==> src/sv/assert_macros.svh <==
// Assertion macros shared by the flood alarm latch RTL.
// Depends on nothing; included by the modules that carry assertions.
`ifndef ASSERT_MACROS_SVH
`define ASSERT_MACROS_SVH

// Same-cycle implication, disabled while reset is asserted.
`define SFAL_ASSERT_IMP(name, clk, rst_n, ante, cons) \
    name: assert property (@(posedge clk) disable iff (!rst_n) (ante) |-> (cons)) \
        else $error("sfal assertion failed");

// Next-cycle implication, disabled while reset is asserted.
`define SFAL_ASSERT_NXT(name, clk, rst_n, ante, cons) \
    name: assert property (@(posedge clk) disable iff (!rst_n) (ante) |=> (cons)) \
        else $error("sfal assertion failed");

`endif

==> src/sv/sfal_pkg.sv <==
// Types and constants for the sustained flood alarm latch.
// Depends on nothing; imported by every module of the block.
package sfal_pkg;

    localparam int TIME_W      = 32;
    localparam int SUSTAIN_W   = 20;
    localparam int CFG_IDX_W   = 2;

    localparam int STROBE_PERIOD_DEF  = 200;
    localparam int STROBE_ON_TIME_DEF = 100;

    localparam logic [SUSTAIN_W-1:0] TRIGGER_RST = 20'd5000;
    localparam logic [SUSTAIN_W-1:0] CLEAR_RST   = 20'd60000;

    typedef enum logic [CFG_IDX_W-1:0] {
        CFG_TRIGGER = 2'd0,
        CFG_CLEAR   = 2'd1
    } t_cfg_idx;

    typedef struct packed {
        logic [TIME_W-1:0] now_ms;
        logic              fwd_wet;
        logic              mid_wet;
        logic              low_volt_on;
    } t_in_item;

    typedef struct packed {
        logic flood_latched;
        logic strobe_active;
        logic led_level;
        logic restore_nav;
    } t_out_item;

    typedef struct packed {
        logic [SUSTAIN_W-1:0] trigger_sustain_ms;
        logic [SUSTAIN_W-1:0] clear_sustain_ms;
    } t_cfg;

    // Per-item flags produced by the latch update.
    typedef struct packed {
        logic latched;
        logic strobing;
        logic restore;
    } t_latch_res;

    // Load enables for the stages of the LED phase pipeline.
    typedef struct packed {
        logic s1;
        logic s2;
    } t_pipe_adv;

endpackage

==> src/sv/sfal_cfg.sv <==
// Configuration registers of the flood alarm latch.
// Depends on sfal_pkg.
module sfal_cfg (
    input  logic                              i_clk,
    input  logic                              i_rst_n,
    input  logic                              i_cfg_valid,
    input  logic [sfal_pkg::CFG_IDX_W-1:0]    i_cfg_index,
    input  logic [sfal_pkg::SUSTAIN_W-1:0]    i_cfg_data,
    output logic                              o_cfg_ready,
    output sfal_pkg::t_cfg                    o_cfg
);
    import sfal_pkg::*;

    t_cfg r_cfg;

    assign o_cfg_ready = 1'b1;
    assign o_cfg       = r_cfg;

    always_ff @(posedge i_clk) begin
        if (!i_rst_n) begin
            r_cfg.trigger_sustain_ms <= TRIGGER_RST;
            r_cfg.clear_sustain_ms   <= CLEAR_RST;
        end else if (i_cfg_valid) begin
            case (i_cfg_index)
                CFG_TRIGGER: r_cfg.trigger_sustain_ms <= i_cfg_data;
                CFG_CLEAR:   r_cfg.clear_sustain_ms   <= i_cfg_data;
                default: begin
                end
            endcase
        end
    end

endmodule

==> src/sv/sfal_latch.sv <==
// Wet/dry sustain timers, alarm latch and strobe edge tracking.
// Depends on sfal_pkg and assert_macros.svh.
`include "assert_macros.svh"
module sfal_latch (
    input  logic                  i_clk,
    input  logic                  i_rst_n,
    input  logic                  i_en,
    input  sfal_pkg::t_in_item    i_in,
    input  sfal_pkg::t_cfg        i_cfg,
    output sfal_pkg::t_latch_res  o_res
);
    import sfal_pkg::*;

    logic              r_latch;
    logic              r_wet_run;
    logic              r_dry_run;
    logic              r_prev_strobe;
    logic [TIME_W-1:0] r_wet_start;
    logic [TIME_W-1:0] r_dry_start;

    logic              n_latch;
    logic              n_wet_run;
    logic              n_dry_run;
    logic              n_prev_strobe;
    logic [TIME_W-1:0] n_wet_start;
    logic [TIME_W-1:0] n_dry_start;

    logic              wet;
    logic [TIME_W-1:0] wet_elapsed;
    logic [TIME_W-1:0] dry_elapsed;
    logic              strobing;

    always_comb begin
        wet = i_in.fwd_wet | i_in.mid_wet;
        // A timer that is not running starts now, so its elapsed time is zero.
        n_wet_start = r_wet_run ? r_wet_start : i_in.now_ms;
        n_dry_start = r_dry_run ? r_dry_start : i_in.now_ms;
        wet_elapsed = i_in.now_ms - n_wet_start;
        dry_elapsed = i_in.now_ms - n_dry_start;

        n_latch   = r_latch;
        n_wet_run = r_wet_run;
        n_dry_run = r_dry_run;

        if (!r_latch) begin
            if (wet) begin
                n_wet_run = 1'b1;
                if (wet_elapsed >= {{(TIME_W-SUSTAIN_W){1'b0}}, i_cfg.trigger_sustain_ms}) begin
                    n_latch   = 1'b1;
                    n_dry_run = 1'b0;
                end
            end else begin
                n_wet_run = 1'b0;
            end
        end else begin
            if (!wet) begin
                n_dry_run = 1'b1;
                if (dry_elapsed >= {{(TIME_W-SUSTAIN_W){1'b0}}, i_cfg.clear_sustain_ms}) begin
                    n_latch   = 1'b0;
                    n_wet_run = 1'b0;
                end
            end else begin
                n_dry_run = 1'b0;
            end
        end

        strobing      = n_latch & ~i_in.low_volt_on;
        n_prev_strobe = strobing;

        o_res.latched  = n_latch;
        o_res.strobing = strobing;
        o_res.restore  = ~strobing & r_prev_strobe & ~i_in.low_volt_on;
    end

    always_ff @(posedge i_clk) begin
        if (!i_rst_n) begin
            r_latch       <= 1'b0;
            r_wet_run     <= 1'b0;
            r_dry_run     <= 1'b0;
            r_prev_strobe <= 1'b0;
        end else if (i_en) begin
            r_latch       <= n_latch;
            r_wet_run     <= n_wet_run;
            r_dry_run     <= n_dry_run;
            r_prev_strobe <= n_prev_strobe;
        end
    end

    // Start times are only read while their running flag is set.
    always_ff @(posedge i_clk) begin
        if (i_en) begin
            r_wet_start <= n_wet_start;
            r_dry_start <= n_dry_start;
        end
    end

    `SFAL_ASSERT_IMP(a_latch_stops_dry, i_clk, i_rst_n, $rose(r_latch), !r_dry_run)
    `SFAL_ASSERT_IMP(a_clear_stops_wet, i_clk, i_rst_n, $fell(r_latch), !r_wet_run)
    `SFAL_ASSERT_NXT(a_hold_when_idle, i_clk, i_rst_n, !i_en,
                     $stable(r_latch) && $stable(r_prev_strobe))

endmodule

==> src/sv/sfal_led.sv <==
// LED phase pipeline: now_ms modulo the strobe period by reciprocal
// multiplication, then compare with the on time. Depends on sfal_pkg.
module sfal_led #(
    parameter int STROBE_PERIOD  = sfal_pkg::STROBE_PERIOD_DEF,
    parameter int STROBE_ON_TIME = sfal_pkg::STROBE_ON_TIME_DEF
) (
    input  logic                          i_clk,
    input  sfal_pkg::t_pipe_adv           i_adv,
    input  logic [sfal_pkg::TIME_W-1:0]   i_now,
    output logic                          o_led_on
);
    import sfal_pkg::*;

    // The remainder before correction stays below twice the period.
    localparam int PW = $clog2(STROBE_PERIOD) + 1;
    localparam longint unsigned RECIP_L = (64'd1 << TIME_W) / STROBE_PERIOD;
    localparam logic [TIME_W-1:0] RECIP     = TIME_W'(RECIP_L);
    localparam logic [TIME_W-1:0] PERIOD_T  = TIME_W'(STROBE_PERIOD);
    localparam logic [PW-1:0]     PERIOD_P  = PW'(STROBE_PERIOD);
    localparam logic [PW-1:0]     ON_TIME_P = PW'(STROBE_ON_TIME);

    logic [TIME_W-1:0]   r_now1;
    logic [2*TIME_W-1:0] r_prod;
    logic [TIME_W-1:0]   r_now2;
    logic [TIME_W-1:0]   r_qp;

    logic [2*TIME_W-1:0] prod;
    logic [2*TIME_W-1:0] qp_full;
    logic [TIME_W-1:0]   diff;
    logic [PW-1:0]       rem;
    logic [PW-1:0]       rem_fix;

    // The estimated quotient is the true one or one less.
    assign prod    = {{TIME_W{1'b0}}, i_now} * {{TIME_W{1'b0}}, RECIP};
    assign qp_full = {{TIME_W{1'b0}}, r_prod[2*TIME_W-1:TIME_W]}
                     * {{TIME_W{1'b0}}, PERIOD_T};

    always_ff @(posedge i_clk) begin
        if (i_adv.s1) begin
            r_now1 <= i_now;
            r_prod <= prod;
        end
        if (i_adv.s2) begin
            r_now2 <= r_now1;
            r_qp   <= qp_full[TIME_W-1:0];
        end
    end

    always_comb begin
        diff     = r_now2 - r_qp;
        rem      = diff[PW-1:0];
        rem_fix  = (rem >= PERIOD_P) ? rem - PERIOD_P : rem;
        o_led_on = rem_fix < ON_TIME_P;
    end

endmodule

==> src/sv/sustained_flood_alarm_latch_core.sv <==
// Top level of the sustained flood alarm latch: handshakes, stage valids
// and result register. Depends on sfal_pkg, sfal_cfg, sfal_latch, sfal_led, assert_macros.svh.
//
//  channel | direction | handshake                  | payload
//  --------+-----------+----------------------------+-------------------------------
//  in      | request   | i_in_valid / o_in_ready    | i_in_data   (t_in_item)
//  out     | result    | o_out_valid / i_out_ready  | o_out_data  (t_out_item)
//  cfg     | write     | i_cfg_valid / o_cfg_ready  | i_cfg_index, i_cfg_data
//
// One request per cycle is accepted while no stalled result holds the stages.
// The four stages are the input register, the reciprocal product, the
// quotient-times-period product and the result register.
// The alarm state is updated as a request leaves the input register.
// A stalled result holds only the stages behind it that are full.
// Reset clears all valids and the alarm state and restores the configuration defaults.
`include "assert_macros.svh"
module sustained_flood_alarm_latch_core #(
    parameter int STROBE_PERIOD  = sfal_pkg::STROBE_PERIOD_DEF,
    parameter int STROBE_ON_TIME = sfal_pkg::STROBE_ON_TIME_DEF
) (
    input  logic                              i_clk,
    input  logic                              i_rst_n,
    input  logic                              i_in_valid,
    output logic                              o_in_ready,
    input  sfal_pkg::t_in_item                i_in_data,
    output logic                              o_out_valid,
    input  logic                              i_out_ready,
    output sfal_pkg::t_out_item               o_out_data,
    input  logic                              i_cfg_valid,
    output logic                              o_cfg_ready,
    input  logic [sfal_pkg::CFG_IDX_W-1:0]    i_cfg_index,
    input  logic [sfal_pkg::SUSTAIN_W-1:0]    i_cfg_data
);
    import sfal_pkg::*;

    logic       r_v0;
    logic       r_v1;
    logic       r_v2;
    logic       r_out_valid;
    t_in_item   r_in;
    t_latch_res r_res1;
    t_latch_res r_res2;
    t_out_item  r_out;

    t_cfg       cfg;
    t_latch_res res;
    t_pipe_adv  adv;
    logic       adv3;
    logic       in_fire;
    logic       led_on;

    always_comb begin
        adv3       = r_v2 & (~r_out_valid | i_out_ready);
        adv.s2     = r_v1 & (~r_v2 | adv3);
        adv.s1     = r_v0 & (~r_v1 | adv.s2);
        o_in_ready = ~r_v0 | adv.s1;
        in_fire    = i_in_valid & o_in_ready;
    end

    sfal_cfg u_cfg (
        .i_clk       (i_clk),
        .i_rst_n     (i_rst_n),
        .i_cfg_valid (i_cfg_valid),
        .i_cfg_index (i_cfg_index),
        .i_cfg_data  (i_cfg_data),
        .o_cfg_ready (o_cfg_ready),
        .o_cfg       (cfg)
    );

    sfal_latch u_latch (
        .i_clk   (i_clk),
        .i_rst_n (i_rst_n),
        .i_en    (adv.s1),
        .i_in    (r_in),
        .i_cfg   (cfg),
        .o_res   (res)
    );

    sfal_led #(
        .STROBE_PERIOD  (STROBE_PERIOD),
        .STROBE_ON_TIME (STROBE_ON_TIME)
    ) u_led (
        .i_clk    (i_clk),
        .i_adv    (adv),
        .i_now    (r_in.now_ms),
        .o_led_on (led_on)
    );

    always_ff @(posedge i_clk) begin
        if (!i_rst_n) begin
            r_v0        <= 1'b0;
            r_v1        <= 1'b0;
            r_v2        <= 1'b0;
            r_out_valid <= 1'b0;
        end else begin
            if (in_fire) begin
                r_v0 <= 1'b1;
            end else if (adv.s1) begin
                r_v0 <= 1'b0;
            end
            if (adv.s1) begin
                r_v1 <= 1'b1;
            end else if (adv.s2) begin
                r_v1 <= 1'b0;
            end
            if (adv.s2) begin
                r_v2 <= 1'b1;
            end else if (adv3) begin
                r_v2 <= 1'b0;
            end
            if (adv3) begin
                r_out_valid <= 1'b1;
            end else if (i_out_ready) begin
                r_out_valid <= 1'b0;
            end
        end
    end

    always_ff @(posedge i_clk) begin
        if (in_fire) begin
            r_in <= i_in_data;
        end
        if (adv.s1) begin
            r_res1 <= res;
        end
        if (adv.s2) begin
            r_res2 <= r_res1;
        end
        if (adv3) begin
            r_out.flood_latched <= r_res2.latched;
            r_out.strobe_active <= r_res2.strobing;
            r_out.led_level     <= r_res2.strobing & led_on;
            r_out.restore_nav   <= r_res2.restore;
        end
    end

    assign o_out_valid = r_out_valid;
    assign o_out_data  = r_out;

    `SFAL_ASSERT_IMP(a_strobe_needs_latch, i_clk, i_rst_n,
                     o_out_valid && o_out_data.strobe_active, o_out_data.flood_latched)
    `SFAL_ASSERT_IMP(a_led_only_strobing, i_clk, i_rst_n,
                     o_out_valid && !o_out_data.strobe_active, !o_out_data.led_level)
    `SFAL_ASSERT_IMP(a_restore_not_strobing, i_clk, i_rst_n,
                     o_out_valid && o_out_data.restore_nav, !o_out_data.strobe_active)

endmodule
==> config.mk <==
export PLATFORM = sky130hd
export DESIGN_NAME = sustained_flood_alarm_latch_core
export DESIGN_NICKNAME = d
export VERILOG_FILES = /design/src/sv/sfal_pkg.sv /design/src/sv/sfal_cfg.sv /design/src/sv/sfal_latch.sv /design/src/sv/sfal_led.sv /design/src/sv/sustained_flood_alarm_latch_core.sv
export VERILOG_INCLUDE_DIRS = /design/src /design/src/sv
export SDC_FILE = /design/constraint.sdc
export NUM_CORES = 1
export LEC_CHECK = 0
export ABC_AREA = 0
export BUFFER_PORTS_ARGS = -buffer_cell sky130_fd_sc_hd__buf_2
export CAP_MARGIN = 40
export CORE_ASPECT_RATIO = 1.25
export CORE_UTILIZATION = 50
export DETAILED_ROUTE_END_ITERATION = 8
export GPL_ROUTABILITY_DRIVEN = 0
export PLACE_DENSITY = 0.71
export SLEW_MARGIN = 20
export SYNTH_ARGS = -nofsm -noshare
export SYNTH_HDL_FRONTEND = slang
export SYNTH_SLANG_ARGS = --single-unit
==> constraint.sdc <==
create_clock -name i_clk -period 8.4 [get_ports i_clk]
set_input_delay 1.68 -clock i_clk [delete_from_list [all_inputs] [get_ports i_clk]]
set_output_delay 1.68 -clock i_clk [all_outputs]
set_load 0.01 [all_outputs]
==> results.sh <==
export IMPL_cts_resized=0
export IMPL_synth_area_top_cells="edfxtp_1 21%, fa_1 20%, ha_1 19%, inv_1 8.8%, dfxtp_1 4.7%"
export IMPL_drt_pass1_iterations=5
export IMPL_antenna_found_initial=1
export IMPL_grt_usage=0.257
export IMPL_crit_family="adder cells"
export IMPL_wire_per_inst_um=19.1
export IMPL_crit_fanout=12
export IMPL_grt_max_degree=67
export IMPL_async_flop_share=0
export IMPL_port_buffers=67
export IMPL_yosysTopAreaCell="edfxtp_1"
export IMPL_hold_path_class="flip-flop to flip-flop"
export IMPL_drt_iter0_markers=931
export IMPL_die_h_um=227
export IMPL_syn_area_mm2=0.0203
export IMPL_max_slew_worst_pin_slew_ns=0.830
export IMPL_yosys_most_used_dff="edfxtp_1"
export IMPL_arrival_ns=7.07
export IMPL_yosys_area_top_type_share=0.206
export IMPL_grt_setup_unrepaired="false"
export IMPL_finalSetupViolCount=0
export IMPL_clk_root_buffer_cell="clkbuf_16"
export IMPL_yosys_register_bits=187
export IMPL_path_buf_inv=6
export IMPL_slowest_stage="edfxtp_1"
export IMPL_synth_edff_count=139
export IMPL_htreeDepth=4
export IMPL_outcome="complete, no violations"
export IMPL_finalWirelength_mm=51.2
export IMPL_drive_gt1_frac=0.0574
export IMPL_fillerInstances=3480
export IMPL_max_freq_mhz=146
export IMPL_crit_required_ns=8.62
export IMPL_cts_buffers=17
export IMPL_setup_tns_ns=0
export IMPL_fin_worst_skew_ns=0.0131
export IMPL_worstSetupPathType="flip-flop to flip-flop"
export IMPL_hold_violations=0
export IMPL_grt_pass1_wl_mm=81.3
export IMPL_area_growth_pct=7.77
export IMPL_path_clk_slew_ns=0.09
export IMPL_synth_distinct_cells=68
export IMPL_vias_per_cell=5.61
export IMPL_synth_warnings=0
export IMPL_slowest_delay_ns=0.70
export IMPL_syn_num_nets=2689
export IMPL_fp_dieW_um=182
export IMPL_finalCritPeriodShare=0.816
export IMPL_vias=15100
export IMPL_ys_seq_area_frac=0.253
export IMPL_slew_violations=0
export IMPL_min_period_ns=6.85
export IMPL_worstSetupStartpointType="flip-flop"
export IMPL_finish_utilization=0.547
export IMPL_syn_area_per_cell_um2=9.62
export IMPL_path_cells="inv_1 > fa_1 > inv_1 > ha_1 > fa_1 > inv_1 > fa_1 > inv_1 > fa_1 > fa_1 > inv_1 > fa_1 > inv_1 > ha_1 > a21oi_1 > nor2b_1 > o21ai_0 > a21oi_1 > a41o_1 > o31ai_1 > o311ai_0 > a31oi_1 > xnor2_1"
export IMPL_synth_most_common_cell="inv_1"
export IMPL_cts_sinks=187
export IMPL_hold_buffers=0
export IMPL_overflow=0
export IMPL_ant_nets=0
export IMPL_fp_coreArea_mm2=0.0400
export IMPL_insertion_delay_ns=0.47
export IMPL_fin_nets=2741
export IMPL_postCtsSetupRepairBufs=0
export IMPL_r2r_slack_ns=1.55
export IMPL_slew_limit_headroom=0.446
export IMPL_io_pins=69
export IMPL_cap_violations=0
export IMPL_cts_tree="done"
export IMPL_drcViolationCount=0
export IMPL_synth_cells=2111
export IMPL_end_kind="flip-flop"
export IMPL_clock_path_buffers=2
export IMPL_ys_top_cells_by_count="476 x inv_1, 316 x ha_1, 200 x fa_1"
export IMPL_start_util=0.507
export IMPL_dp_hpwl_mm=41.4
export IMPL_grt_pass1_vias=15700
export IMPL_num_rows=82
export IMPL_design_die_area_mm2=0.0414
## cell families (layout without fill, tap and decap cells)
group	after synthesis	in the layout	synth area share
compound gates	408	408	0.130
xor+xnor	89	89	0.0384
fa+ha+maj	516	516	0.392
buf+inv	523	588	0.0971
flops	187	187	0.253
mux	4	4	0.00210
other cells	1	2	0.000185
simple gates	383	383	0.0867
## final timing paths
| check | to | start | depth (start not counted) |
|---|---|---|---|
| max | u_led.r_prod[37] | r_in[7] | 23 |
| min | o_out_data[0] | r_res2[0] | 0 |
| max reg2reg | u_led.r_prod[37] | r_in[7] | 23 |
| min reg2reg | o_out_data[0] | r_res2[0] | 0 |
## metal layers
layer  part of all wire  vias up  global-route usage
met5                  0        -                   0
met2               0.51      432               0.464
met1               0.40     7353               0.298
met3              0.037      144              0.0256
li1                   -     7123                   -
met4              0.056        0               0.150
## cell type report
| class | instances | area, um^2 | share of cell area |
|---|---|---|---|
| flip-flops and latches | 187 | 5140 | 0.235 |
| repair buffers | 79 | 480 | 0.0220 |
| clock buffers | 17 | 425 | 0.0194 |
| well taps | 504 | 631 | 0.0288 |
| diodes | 1 | 2.50 | 0.000114 |
| multi-input cells | 1401 | 13200 | 0.604 |
| clock inverters | 15 | 196 | 0.00898 |
| inverters | 477 | 1790 | 0.0819 |
## per-stage QoR
| stage | instances | instance area [um^2] | setup WS (ns) | hold WS [ns] |
|---|---|---|---|---|
| finish | 2681 | 21900 | 1.55 | 0.425 |
| global route | 2681 | 21900 | 1.13 | 0.439 |
| CTS | 2679 | 21900 | 1.52 | 0.427 |
| detailed placement | 2647 | 21200 | 1.54 | 0.407 |
| global placement | 2644 | 21200 | 1.67 | 0.403 |
| floorplan | 2111 | 20300 | 2.19 | 0.400 |
## cell usage in the layout, fill, tap and decap left out, drive strengths merged, types with 4 or more instances in the layout
master,instances
o21bai,7
a31oi,14
clkinv,6
nand2b,13
o31ai,4
or3,7
nand3,27
edfxtp,139
nor2b,13
and3,5
xor2,31
fa,200
a21oi,130
clkbuf,17
nand3b,4
buf,79
o211ai,30
dfxtp,48
xnor2,58
nor3,24
o21a,69
o221ai,4
ha,316
nand4,24
inv,486
a211oi,11
a21o,36
nor2,56
o2111ai,7
a311oi,4
and2,7
o21ai,58
nand2,189
a211o,4
a21boi,4
## state kept, by name (all words and copies together), names as in the netlist, 3 cells and up
| name | flops |
|---|---|
| u_led.r_qp | 6 |
| u_latch.r_wet_start | 32 |
| o_out_data | 4 |
| u_latch.r_dry_start | 32 |
| u_led.r_now2 | 9 |
| u_led.r_now1 | 9 |
| r_res2 | 3 |
| u_cfg.o_cfg | 40 |
| u_led.r_prod | 6 |
| r_in | 35 |
| r_res1 | 3 |
Power is not shown: default switching activity piles up to over one toggle a cycle in this logic, so the estimate is an artifact.
